$ cat config.mk
export PLATFORM = sky130hd
export DESIGN_NAME = strip_charge_peak_finder
export DESIGN_NICKNAME = d
export VERILOG_FILES = /design/src/hdl/scpf_pkg.sv /design/src/hdl/strip_charge_peak_finder.sv /design/src/hdl/scpf_ram.sv /design/src/hdl/scpf_ctrl.sv /design/src/hdl/scpf_dp.sv
export SDC_FILE = /design/constraint.sdc
export NUM_CORES = 1
export LEC_CHECK = 0
export BUFFER_PORTS_ARGS = -buffer_cell sky130_fd_sc_hd__buf_2
export CAP_MARGIN = 20
export CORE_ASPECT_RATIO = 1.25
export CORE_MARGIN = 10
export CORE_UTILIZATION = 50
export CTS_CLUSTER_DIAMETER = 100
export DETAILED_ROUTE_END_ITERATION = 6
export GPL_TIMING_DRIVEN = 0
export MAX_ROUTING_LAYER = met4
export PLACE_DENSITY = 0.77
export SETUP_SLACK_MARGIN = 0.02
export SLEW_MARGIN = 20
export SYNTH_ARGS = -nofsm -noshare
export SYNTH_HDL_FRONTEND = slang
export SYNTH_SLANG_ARGS = --single-unit
$ cat constraint.sdc
create_clock -name clock -period 3.8 [get_ports clock]
set_input_delay 0.76 -clock clock [delete_from_list [all_inputs] [get_ports clock]]
set_output_delay 0.76 -clock clock [all_outputs]
set_load 0.1 [all_outputs]
$ cat src/hdl/scpf_pkg.sv
// ----------------------------------------------------------------------------
// scpf_pkg
// Types and fixed constants shared by the strip charge peak finder modules.
// ----------------------------------------------------------------------------
package scpf_pkg;

   localparam int SAMPLE_W      = 16;
   localparam int CSR_W         = 5;
   localparam int CNT_W         = 6;
   localparam int CHARGE_W      = 18;
   localparam int ACC_W         = 20;
   localparam int STRIP_NUM_W   = 7;
   localparam int STRIP_CNT_W   = 8;
   localparam int RSP_DATA_W    = 32;

   localparam logic [SAMPLE_W-1:0] OVER_LIMIT = 16'd32768;
   localparam logic [CHARGE_W-1:0] CHARGE_MAX = 18'h3FFFF;
   localparam logic [CSR_W-1:0]    CSR_RESET  = 5'd16;

   typedef enum logic [2:0] {
      ST_COLLECT,
      ST_SETUP,
      ST_SUM,
      ST_DRAIN,
      ST_FINISH
   } state_type;

   typedef struct packed {
      logic accept;
      logic setup;
      logic read;
      logic finish;
   } cmd_type;

   typedef struct packed {
      logic strip_end;
      logic last_read;
   } status_type;

endpackage

$ cat src/hdl/strip_charge_peak_finder.sv
// ----------------------------------------------------------------------------
// strip_charge_peak_finder
// Per-strip charge around the peak sample, with the layer's peak strip.
// ----------------------------------------------------------------------------
// Usage: ADC samples enter on the req_ channel, samples_per_strip of them for
// each strip, strips in order within a layer. Samples above 32768 count as
// zero. One item leaves on the rsp_ channel per strip: the window sum around
// the strip's first maximum sample, the one-based strip number, the best strip
// of the layer so far, and tlast on the last strip of the layer.
// Samples within a strip are taken one per cycle. After the last sample the
// block passes a setup state, reads the window samples from the sample RAM
// (at most 2*WINDOW_HALF+1), then passes a drain state and a result state.
// The single read port of the sample RAM sets the window walk.
// The result sits in an output register; the next strip's samples are taken
// while it waits. If the receiver still holds the previous result when a new
// one is ready, the block waits and stops taking samples until it is taken.
// The csr_ port writes samples_per_strip (reset value 16) and is always ready;
// the user must write it only while no strip is in progress (unenforced).
// A synchronous reset clears the counters, the layer peak and the result valid.
// ----------------------------------------------------------------------------
module strip_charge_peak_finder #(
   parameter int MAX_SAMPLES      = 16,
   parameter int STRIPS_PER_LAYER = 80,
   parameter int WINDOW_HALF      = 2
) (
   input  logic                                clock,
   input  logic                                reset,
   input  logic                                csr_valid,
   output logic                                csr_ready,
   input  logic [scpf_pkg::CSR_W-1:0]          csr_data,    // samples_per_strip
   input  logic                                req_tvalid,
   output logic                                req_tready,
   input  logic [scpf_pkg::SAMPLE_W-1:0]       req_tdata,   // adc_sample
   output logic                                rsp_tvalid,
   input  logic                                rsp_tready,
   // strip_charge [17:0], strip_number [24:18], lead_strip [31:25]
   output logic [scpf_pkg::RSP_DATA_W-1:0]     rsp_tdata,
   output logic                                rsp_tlast    // layer_done
);
   import scpf_pkg::*;

   cmd_type                cmd;
   status_type             status;
   logic [CHARGE_W-1:0]    strip_charge;
   logic [STRIP_NUM_W-1:0] strip_number;
   logic [STRIP_NUM_W-1:0] lead_strip;

   assign csr_ready = 1'b1;

   scpf_ctrl u_ctrl (
      .clock      (clock),
      .reset      (reset),
      .req_tvalid (req_tvalid),
      .req_tready (req_tready),
      .rsp_tvalid (rsp_tvalid),
      .rsp_tready (rsp_tready),
      .status     (status),
      .cmd        (cmd)
   );

   scpf_dp #(
      .MAX_SAMPLES      (MAX_SAMPLES),
      .STRIPS_PER_LAYER (STRIPS_PER_LAYER),
      .WINDOW_HALF      (WINDOW_HALF)
   ) u_dp (
      .clock        (clock),
      .reset        (reset),
      .csr_valid    (csr_valid),
      .csr_data     (csr_data),
      .adc_sample   (req_tdata),
      .cmd          (cmd),
      .status       (status),
      .strip_charge (strip_charge),
      .strip_number (strip_number),
      .lead_strip   (lead_strip),
      .layer_done   (rsp_tlast)
   );

   assign rsp_tdata = {lead_strip, strip_number, strip_charge};

endmodule

$ cat src/hdl/scpf_ram.sv
// ----------------------------------------------------------------------------
// scpf_ram
// Generic single-write, single-read RAM with a registered read port.
// ----------------------------------------------------------------------------
module scpf_ram #(
   parameter int WIDTH = 16,
   parameter int DEPTH = 16
) (
   input  logic                                     clock,
   input  logic                                     wr_en,
   input  logic [(DEPTH > 1 ? $clog2(DEPTH) : 1)-1:0] wr_addr,
   input  logic [WIDTH-1:0]                         wr_data,
   input  logic [(DEPTH > 1 ? $clog2(DEPTH) : 1)-1:0] rd_addr,
   output logic [WIDTH-1:0]                         rd_data
);

   logic [WIDTH-1:0] mem_ff [DEPTH];
   logic [WIDTH-1:0] rd_data_ff;

   always_ff @(posedge clock) begin
      if (wr_en) begin
         mem_ff[wr_addr] <= wr_data;
      end
      rd_data_ff <= mem_ff[rd_addr];
   end

   assign rd_data = rd_data_ff;

endmodule

$ cat src/hdl/scpf_ctrl.sv
// ----------------------------------------------------------------------------
// scpf_ctrl
// Sequencer: collects samples, walks the charge window, then hands the
// result to the output register.
// ----------------------------------------------------------------------------
module scpf_ctrl (
   input  logic                clock,
   input  logic                reset,
   input  logic                req_tvalid,
   output logic                req_tready,
   output logic                rsp_tvalid,
   input  logic                rsp_tready,
   input  scpf_pkg::status_type status,
   output scpf_pkg::cmd_type   cmd
);
   import scpf_pkg::*;

   state_type state_ff, state_in;
   logic      rsp_valid_ff, rsp_valid_in;
   logic      out_free;

   always_ff @(posedge clock) begin
      if (reset) begin
         state_ff     <= ST_COLLECT;
         rsp_valid_ff <= 1'b0;
      end else begin
         state_ff     <= state_in;
         rsp_valid_ff <= rsp_valid_in;
      end
   end

   assign out_free = !rsp_valid_ff || rsp_tready;

   always_comb begin
      state_in     = state_ff;
      rsp_valid_in = rsp_valid_ff && !rsp_tready;
      req_tready   = 1'b0;
      cmd          = '0;
      case (state_ff)
         ST_COLLECT: begin
            req_tready = 1'b1;
            cmd.accept = req_tvalid;
            if (req_tvalid && status.strip_end) begin
               state_in = ST_SETUP;
            end
         end
         ST_SETUP: begin
            cmd.setup = 1'b1;
            state_in  = ST_SUM;
         end
         ST_SUM: begin
            cmd.read = 1'b1;
            if (status.last_read) begin
               state_in = ST_DRAIN;
            end
         end
         ST_DRAIN: begin
            state_in = ST_FINISH;
         end
         ST_FINISH: begin
            if (out_free) begin
               cmd.finish   = 1'b1;
               rsp_valid_in = 1'b1;
               state_in     = ST_COLLECT;
            end
         end
         default: begin
            state_in = ST_COLLECT;
         end
      endcase
   end

   assign rsp_tvalid = rsp_valid_ff;

endmodule

$ cat src/hdl/scpf_dp.sv
// ----------------------------------------------------------------------------
// scpf_dp
// Datapath: sample store, running maximum, window accumulator, layer peak
// tracking and the result register.
// ----------------------------------------------------------------------------
module scpf_dp #(
   parameter int MAX_SAMPLES      = 16,
   parameter int STRIPS_PER_LAYER = 80,
   parameter int WINDOW_HALF      = 2
) (
   input  logic                                   clock,
   input  logic                                   reset,
   input  logic                                   csr_valid,
   input  logic [scpf_pkg::CSR_W-1:0]             csr_data,
   input  logic [scpf_pkg::SAMPLE_W-1:0]          adc_sample,
   input  scpf_pkg::cmd_type                      cmd,
   output scpf_pkg::status_type                   status,
   output logic [scpf_pkg::CHARGE_W-1:0]          strip_charge,
   output logic [scpf_pkg::STRIP_NUM_W-1:0]       strip_number,
   output logic [scpf_pkg::STRIP_NUM_W-1:0]       lead_strip,
   output logic                                   layer_done
);
   import scpf_pkg::*;

   localparam int IDX_W = (MAX_SAMPLES > 1) ? $clog2(MAX_SAMPLES) : 1;
   localparam int WIN_W = IDX_W + 3;

   logic [CSR_W-1:0]       samples_ff;
   logic [IDX_W-1:0]       index_ff;
   logic [IDX_W-1:0]       end_idx_ff;
   logic [SAMPLE_W-1:0]    max_value_ff;
   logic [IDX_W-1:0]       max_pos_ff;
   logic [WIN_W-1:0]       k_ff;
   logic [WIN_W-1:0]       last_ff;
   logic                   pend_ff;
   logic [ACC_W-1:0]       acc_ff;
   logic [STRIP_CNT_W-1:0] strip_ff;
   logic [CHARGE_W-1:0]    best_charge_ff;
   logic [STRIP_NUM_W-1:0] best_strip_ff;
   logic [CHARGE_W-1:0]    out_charge_ff;
   logic [STRIP_NUM_W-1:0] out_number_ff;
   logic [STRIP_NUM_W-1:0] out_peak_ff;
   logic                   out_done_ff;

   logic [CNT_W-1:0]       count;
   logic [CNT_W-1:0]       received;
   logic [SAMPLE_W-1:0]    sample;
   logic [SAMPLE_W-1:0]    rd_data;
   logic [WIN_W-1:0]       pos_w;
   logic [WIN_W-1:0]       hi_w;
   logic [WIN_W-1:0]       end_w;
   logic [CHARGE_W-1:0]    sat_charge;
   logic [STRIP_CNT_W-1:0] number;
   logic                   better;
   logic                   done;

   // Out-of-range counts are pulled into one to MAX_SAMPLES.
   always_comb begin
      if (samples_ff == '0) begin
         count = CNT_W'(1);
      end else if (CNT_W'(samples_ff) > CNT_W'(MAX_SAMPLES)) begin
         count = CNT_W'(MAX_SAMPLES);
      end else begin
         count = CNT_W'(samples_ff);
      end
   end

   assign sample   = (adc_sample > OVER_LIMIT) ? '0 : adc_sample;
   assign received = CNT_W'(index_ff) + CNT_W'(1);

   assign status.strip_end = (received >= count);
   assign status.last_read = (k_ff == last_ff);

   assign pos_w = WIN_W'(max_pos_ff);
   assign hi_w  = pos_w + WIN_W'(WINDOW_HALF);
   assign end_w = WIN_W'(end_idx_ff);

   assign sat_charge = (acc_ff > ACC_W'(CHARGE_MAX)) ? CHARGE_MAX : acc_ff[CHARGE_W-1:0];
   assign number     = strip_ff + STRIP_CNT_W'(1);
   assign better     = (sat_charge > best_charge_ff);
   assign done       = (number >= STRIP_CNT_W'(STRIPS_PER_LAYER));

   scpf_ram #(
      .WIDTH (SAMPLE_W),
      .DEPTH (MAX_SAMPLES)
   ) u_store (
      .clock   (clock),
      .wr_en   (cmd.accept),
      .wr_addr (index_ff),
      .wr_data (sample),
      .rd_addr (k_ff[IDX_W-1:0]),
      .rd_data (rd_data)
   );

   always_ff @(posedge clock) begin
      if (reset) begin
         samples_ff     <= CSR_RESET;
         index_ff       <= '0;
         max_value_ff   <= '0;
         max_pos_ff     <= '0;
         pend_ff        <= 1'b0;
         strip_ff       <= '0;
         best_charge_ff <= '0;
         best_strip_ff  <= '0;
      end else begin
         if (csr_valid) begin
            samples_ff <= csr_data;
         end
         pend_ff <= cmd.read;
         if (cmd.accept) begin
            // The first sample of a strip always restarts the maximum search.
            if (index_ff == '0 || sample > max_value_ff) begin
               max_value_ff <= sample;
               max_pos_ff   <= index_ff;
            end
            if (status.strip_end) begin
               index_ff <= '0;
            end else begin
               index_ff <= received[IDX_W-1:0];
            end
         end
         if (cmd.finish) begin
            if (done) begin
               strip_ff       <= '0;
               best_charge_ff <= '0;
               best_strip_ff  <= '0;
            end else begin
               strip_ff <= number;
               if (better) begin
                  best_charge_ff <= sat_charge;
                  best_strip_ff  <= number[STRIP_NUM_W-1:0];
               end
            end
         end
      end
   end

   always_ff @(posedge clock) begin
      if (cmd.accept) begin
         end_idx_ff <= index_ff;
      end
      if (cmd.setup) begin
         k_ff    <= (pos_w >= WIN_W'(WINDOW_HALF)) ? pos_w - WIN_W'(WINDOW_HALF) : '0;
         last_ff <= (hi_w > end_w) ? end_w : hi_w;
         acc_ff  <= '0;
      end else begin
         if (cmd.read) begin
            k_ff <= k_ff + WIN_W'(1);
         end
         if (pend_ff) begin
            acc_ff <= acc_ff + ACC_W'(rd_data);
         end
      end
      if (cmd.finish) begin
         out_charge_ff <= sat_charge;
         out_number_ff <= number[STRIP_NUM_W-1:0];
         out_peak_ff   <= better ? number[STRIP_NUM_W-1:0] : best_strip_ff;
         out_done_ff   <= done;
      end
   end

   assign strip_charge = out_charge_ff;
   assign strip_number = out_number_ff;
   assign lead_strip   = out_peak_ff;
   assign layer_done   = out_done_ff;

endmodule

# ---- After elaboration in Yosys (flattened, before gate mapping)
# Memory sizes are Yosys's and may differ from the RTL's. A register that Yosys moved wholly into a read port is not among the register bits.
# Index checks and enable logic that the tools add are counted.
dict set report totals {
  ram_bits 256
  out_inout_bits 36
  wordCells 85
  input_bits 26
  n_memories 1
  register_bits 136
}
dict set report classes {
  mux 28
  n_addsub 6
  n_reduce_logical 14
  magnitude_cmp 9
  eq_ne 8
}
# memory words width rd rd_ports_with_merged_regs write_ports line_no
set memory_table {}
lappend memory_table {u_dp.u_store.mem_ff 16 16 1 1 1 scpf_ram.sv:17} ;# logic [WIDTH-1:0] mem_ff [DEPTH];
# operator n
set op_table {}
lappend op_table {{2-to-1 mux 18 bit} 3}
lappend op_table {{2-to-1 mux 7 bit} 5}
lappend op_table {{adder 20 x 16 -> 20 bit} 1}
lappend op_table {{> comparator 20 x 18 -> 1 bit (second input constant)} 1}
lappend op_table {{> comparator 18 bit} 1}
lappend op_table {{> comparator 16 bit} 1}
lappend op_table {{> comparator 16 bit (second input constant)} 1}
lappend op_table {{2-to-1 mux 16 bit} 1}
lappend op_table {{case mux 3 bit (5 select lines)} 1}
lappend op_table {{2-to-1 mux 1 bit} 10}
lappend op_table {{2-to-1 mux 3 bit} 3}
lappend op_table {{adder 8 x 1 -> 8 bit (second input constant)} 1}
lappend op_table {{>= comparator 8 x 7 -> 1 bit (second input constant)} 1}
lappend op_table {{2-to-1 mux 4 bit} 2}
lappend op_table {{2-to-1 mux 8 bit} 1}
lappend op_table {{adder 7 x 1 -> 7 bit (second input constant)} 1}
lappend op_table {{equality test 7 x 5 -> 1 bit} 1}
lappend op_table {{equality test 3 x 2 -> 1 bit (second input constant)} 2}
lappend op_table {{>= comparator 6 bit} 1}
lappend op_table {{2-to-1 mux 6 bit} 1}
lappend op_table {{adder 4 x 1 -> 5 bit (second input constant)} 1}
lappend op_table {{adder 4 x 2 -> 5 bit (second input constant)} 1}
lappend op_table {{> comparator 5 x 4 -> 1 bit} 1}
lappend op_table {{> comparator 5 bit (second input constant)} 1}
lappend op_table {{other kinds (16)} 22}

# ---- Depth between registers and ports, before layout
dict set report depth {
  word_depth 7
  depth_mapped 14
  depth_no_buf 12
}

# ---- Modules after synthesis
# From an unflattened synthesis, not the netlist that was laid out.
dict set report hier_totals {
  hier_cells 1251
  hier_area_um2 17880.9
}
# module cells_per_inst seq_area_each_um2 area_each_um2 instances
set modules_own_cells {}
lappend modules_own_cells {scpf_ram 432 8007.7 10043.4 1}
lappend modules_own_cells {scpf_dp 798 3133.0 7632.3 1}
lappend modules_own_cells {scpf_ctrl 19 80.1 193.9 1}
lappend modules_own_cells {strip_charge_peak_finder 2 0.0 11.3 1}

# ---- Worst setup path after synthesis
# No wires, ideal clock.
dict set report synth_path {
  path_type {register to register}
  start {reg u_ctrl.state_ff[2]}
  end {mem u_dp.u_store.mem_ff[15][0], enable pin}
  stages_incl_launch_ff 6
  synth_period_minus_slack_ps 4491
  t_arrival_ps 4117
  required_ps 3426
  setup_slack_ps -691
  n_path_buf 0
  setup_ps 374
  cell_sequence {dfxtp_1 > nor3_1 > nand2_1 > inv_1 > and3_1 > and2_1}
}
# item line_no
set synth_rtl {}
lappend synth_rtl {{start, declared} scpf_ctrl.sv:18} ;# state_type state_ff, state_in;
lappend synth_rtl {{start signal, assigned} scpf_ctrl.sv:27} ;# state_ff <= state_in;
lappend synth_rtl {{end, declared} scpf_ram.sv:17}

# ---- Worst setup path in the final report
dict set report layout_path {
  start {in req_tdata[15] (netlist bit)}
  end {reg u_dp.max_value_ff[3]}
}
dict set report layout_between {
  elab_chain_len 5
}
# item line_no
set layout_rtl {}
lappend layout_rtl {{start, declared} strip_charge_peak_finder.sv:33} ;# input logic [scpf_pkg::SAMPLE_W-1:0] req_tdata,
lappend layout_rtl {{> comparator 16 bit} scpf_dp.sv:68} ;# assign sample = (adc_sample > OVER_LIMIT) ? '0 : adc_sample;
lappend layout_rtl {{2-to-1 mux 16 bit} scpf_dp.sv:68}
lappend layout_rtl {{via u_dp.sample[9]} scpf_dp.sv:47} ;# logic [SAMPLE_W-1:0] sample;
lappend layout_rtl {{> comparator 16 bit} scpf_dp.sv:112} ;# if (index_ff == '0 || sample > max_value_ff) begin
lappend layout_rtl {{logical OR 1 bit} scpf_dp.sv:112}
lappend layout_rtl {{AND reduction 2 bit (no line)} --}
lappend layout_rtl {{end signal, assigned} scpf_dp.sv:113} ;# max_value_ff <= sample;
lappend layout_rtl {{end, declared} scpf_dp.sv:31} ;# logic [SAMPLE_W-1:0] max_value_ff;
# The timed path passes the listed nets, and every way through them passes these cells.
# A chain may end at the register's enable or synchronous reset.

==> impl_metrics.tcl <==
set metrics [dict create \
    fp.coreArea_um2 34400 \
    worstMarginPinSlew_ps 1170 \
    yosysUniqueCellTypes 64 \
    synth_seq_cells 408 \
    place.detailed.hpwl_um 24700 \
    firstDrtPassIters 5 \
    postSynthAreaPerCell_um2 15.3 \
    slew_violations 0 \
    reg2reg_depth 10 \
    grt_max_degree 43 \
    cts_tree "done" \
    drtIter0Drc 885 \
    layout-drive-gt1-share 0.200 \
    hold_viol 0 \
    fillers 2669 \
    r2r_slack_ps 370 \
    skew_ps 20.1 \
    wire_per_inst_um 21.8 \
    num_vias 10174 \
    place_congestion 0.882 \
    max_slew_margin 0.223 \
    grt_use_met3 0.0253 \
    maxCapViolCount 0 \
    rsz0062_at_grt "no" \
    leakage_nw 7.04 \
    seq_area_frac_synth 0.645 \
    layout_commonest_cell "edfxtp_1" \
    grt_pass1_vias 10238 \
    clk-insertion-delay-late_ps 550 \
    antenna_left 0 \
    final_nets 1336 \
    ir_worst_vdd_mv 0.370 \
    cts_htree_levels 2 \
    start_kind "primary input" \
    worstPathArrival_ps 3940 \
    die_y_um 229 \
    path_class "primary input to register" \
    setup_viol 0 \
    cts.sinks 408 \
    syn_nets 1234 \
    worstSetupStartpoint "req_tdata[15]" \
    track_usage 0.179 \
    grtUsageMet1 0.209 \
    path_clk_slew_ps 60 \
    syn2layout_area_growth_pct 12.8 \
    port-buffer-count 58 \
    worst_hold_slack_ps 446 \
    finalSetupTns_ps 0 \
    power_w 0.0107 \
    drt-total-wl_um 37900 \
    dieArea_um2 42700 \
    endpoint_kind "register" \
    viasPerCell 5.85 \
    status "complete, no violations" \
    async_reset_ff_frac 0 \
    syn_area_um2 17400 \
    power.density_nw_per_um2 543 \
    synth_ff_type "edfxtp_1" \
    die_w_um 187 \
    cp-endpoint "u_dp.max_value_ff[3]$_SDFFE_PP0P_" \
    grt_pass1_wl_um 58400 \
    synthCells 1139 \
    r2r-end "u_dp.lead_strip[2]$_DFFE_PP_" \
    initial_core_util 0.505 \
    diodes 0 \
    cts_max_path_buffers 3 \
    fin_crit_sh 0.930 \
    critical_path.max_fanout 18 \
    antenna_found_initial 0 \
    fin_crit_ps 3530 \
    fmax_ghz 0.283 \
    synth_edf_count 305 \
    final_cell_mix "edfxtp_1 (305), dfxtp_1 (103), mux4_2 (80)" \
    rows 76 \
    drc 0 \
    cts_made_buffers 40 \
    grt-busiest-layer "met2" \
    cp.required_ps 4200 \
    grtUsageMet2 0.312 \
    pin_count 62 \
    yosysWarnings 0 \
    timing.rr.start "u_dp.acc_ff[19]$_SDFFE_PP0P_" \
    cts_hold_buffers 0 \
    grt_overflow 0 \
    cts_root_buf "clkbuf_16" \
    hp-class "primary input to register" \
]
-- metal layers --
| layer | wire length, um | up-vias |
|---|---|---|
| met4 | 988 | 0 |
| met1 | 15000 | 5113 |
| met2 | 19800 | 357 |
| met5 | 0 | - |
| met3 | 2110 | 78 |
| li1 | - | 4626 |
-- logic make-up after synthesis --
kind of cell | Yosys count | share of synthesized area
and+or+nand+nor | 230 | 0.0712
other | 2 | 0.000432
buffers and inverters | 113 | 0.0272
DFF | 408 | 0.645
muxes | 102 | 0.117
AOI/OAI and AO/OA | 181 | 0.0719
xor gates and xnor gates | 34 | 0.0171
adders and majority gates | 69 | 0.0501
-- critical path, cell delays in order --
cell	delay [ps]
buf_2	130
clkbuf_2	280
nor2b_2	660
ha_1	360
a21o_1	180
a21o_1	170
a211oi_1	210
o21ai_0	160
o31a_1	330
buf_2	180
buf_2	200
o211ai_1	200
o41ai_1	120
-- per-stage QoR --
stage	setup WS, ps	utilization	std cells	instance area [um2]
final	265	0.570	1739	19600
after global routing	97.9	0.570	1739	19600
after CTS	22.1	0.569	1737	19600
after detailed placement	-1170	0.531	1665	18300
after global placement	-1090	0.531	1665	18300
after floorplan	293	-	1139	17400
-- cells in the mapped netlist (24+ instances only) --
| library cell | instances | area, um2 |
|---|---|---|
| inv_1 | 58 | 218 |
| a22o_1 | 24 | 210 |
| nor2_1 | 36 | 135 |
| clkbuf_1 | 28 | 105 |
| dfxtp_1 | 103 | 2060 |
| ha_1 | 68 | 851 |
| a21oi_1 | 47 | 235 |
| o21ai_0 | 36 | 180 |
| mux4_2 | 80 | 1800 |
| nand2_1 | 39 | 146 |
| edfxtp_1 | 305 | 9160 |
| nand3_1 | 31 | 155 |
-- flip-flops by register name, summed over array words and instances (netlist names) --
register,cells
u_dp.max_value_ff,16
u_dp.acc_ff,20
u_dp.samples_ff,5
u_dp.strip_number,7
u_dp.best_strip_ff,7
u_ctrl.state_ff,3
u_dp.pend_ff,1
u_dp.strip_ff,8
u_dp.u_store.mem_ff,256
u_dp.end_idx_ff,4
u_dp.best_charge_ff,18
u_ctrl.rsp_tvalid,1
u_dp.strip_charge,18
u_dp.layer_done,1
u_dp.lead_strip,7
u_dp.index_ff,4
u_dp.last_ff,5
u_dp.k_ff,7
u_dp.u_store.rd_data,16
u_dp.max_pos_ff,4
-- worst min-delay path by stage --
stage | start | end | slack (ps) | cells past startpoint
2_1_floorplan | u_dp.index_ff[2]$_SDFFE_PP0P_ | u_dp.end_idx_ff[2]$_DFFE_PP_ | 410 | 0
3_3_place_gp | u_dp.index_ff[2]$_SDFFE_PP0P_ | u_dp.end_idx_ff[2]$_DFFE_PP_ | 410 | 0
3_5_place_dp | u_dp.index_ff[2]$_SDFFE_PP0P_ | u_dp.end_idx_ff[2]$_DFFE_PP_ | 430 | 0
4_1_cts | csr_data[4] | u_dp.samples_ff[4]$_SDFFE_PP1P_ | 430 | 3
5_1_grt | csr_data[4] | u_dp.samples_ff[4]$_SDFFE_PP1P_ | 460 | 3
6_report | csr_data[4] | u_dp.samples_ff[4]$_SDFFE_PP1P_ | 450 | 3
-- what timing repair did --
action,in CTS,in global routing
endpoints found under the setup margin,20,20
buffers inserted,0,1
pin swaps,0,1
gates resized for setup,7,8
-- power breakdown --
part	total [W]	internal [W]	switching (W)	leakage, nW
sequential	0.00508	0.00497	0.000113	3.68
clock	0.00382	0.00218	0.00164	0.611
combinational	0.00175	0.000721	0.00103	2.75
total	0.0107	0.00787	0.00278	7.04
-- cell type report --
class                   count  area [um2]  area share
clock buffers              51        1050      0.0536
well taps                 468         586      0.0298
inverters                  60         230      0.0117
multi-input cells         618        5750       0.293
repair buffers             60         309      0.0158
flip-flops and latches    408       11200       0.572
clock inverters            21         218      0.0111
plain buffers              53         250      0.0128
Note: power is estimated with default switching activity, not from simulation.
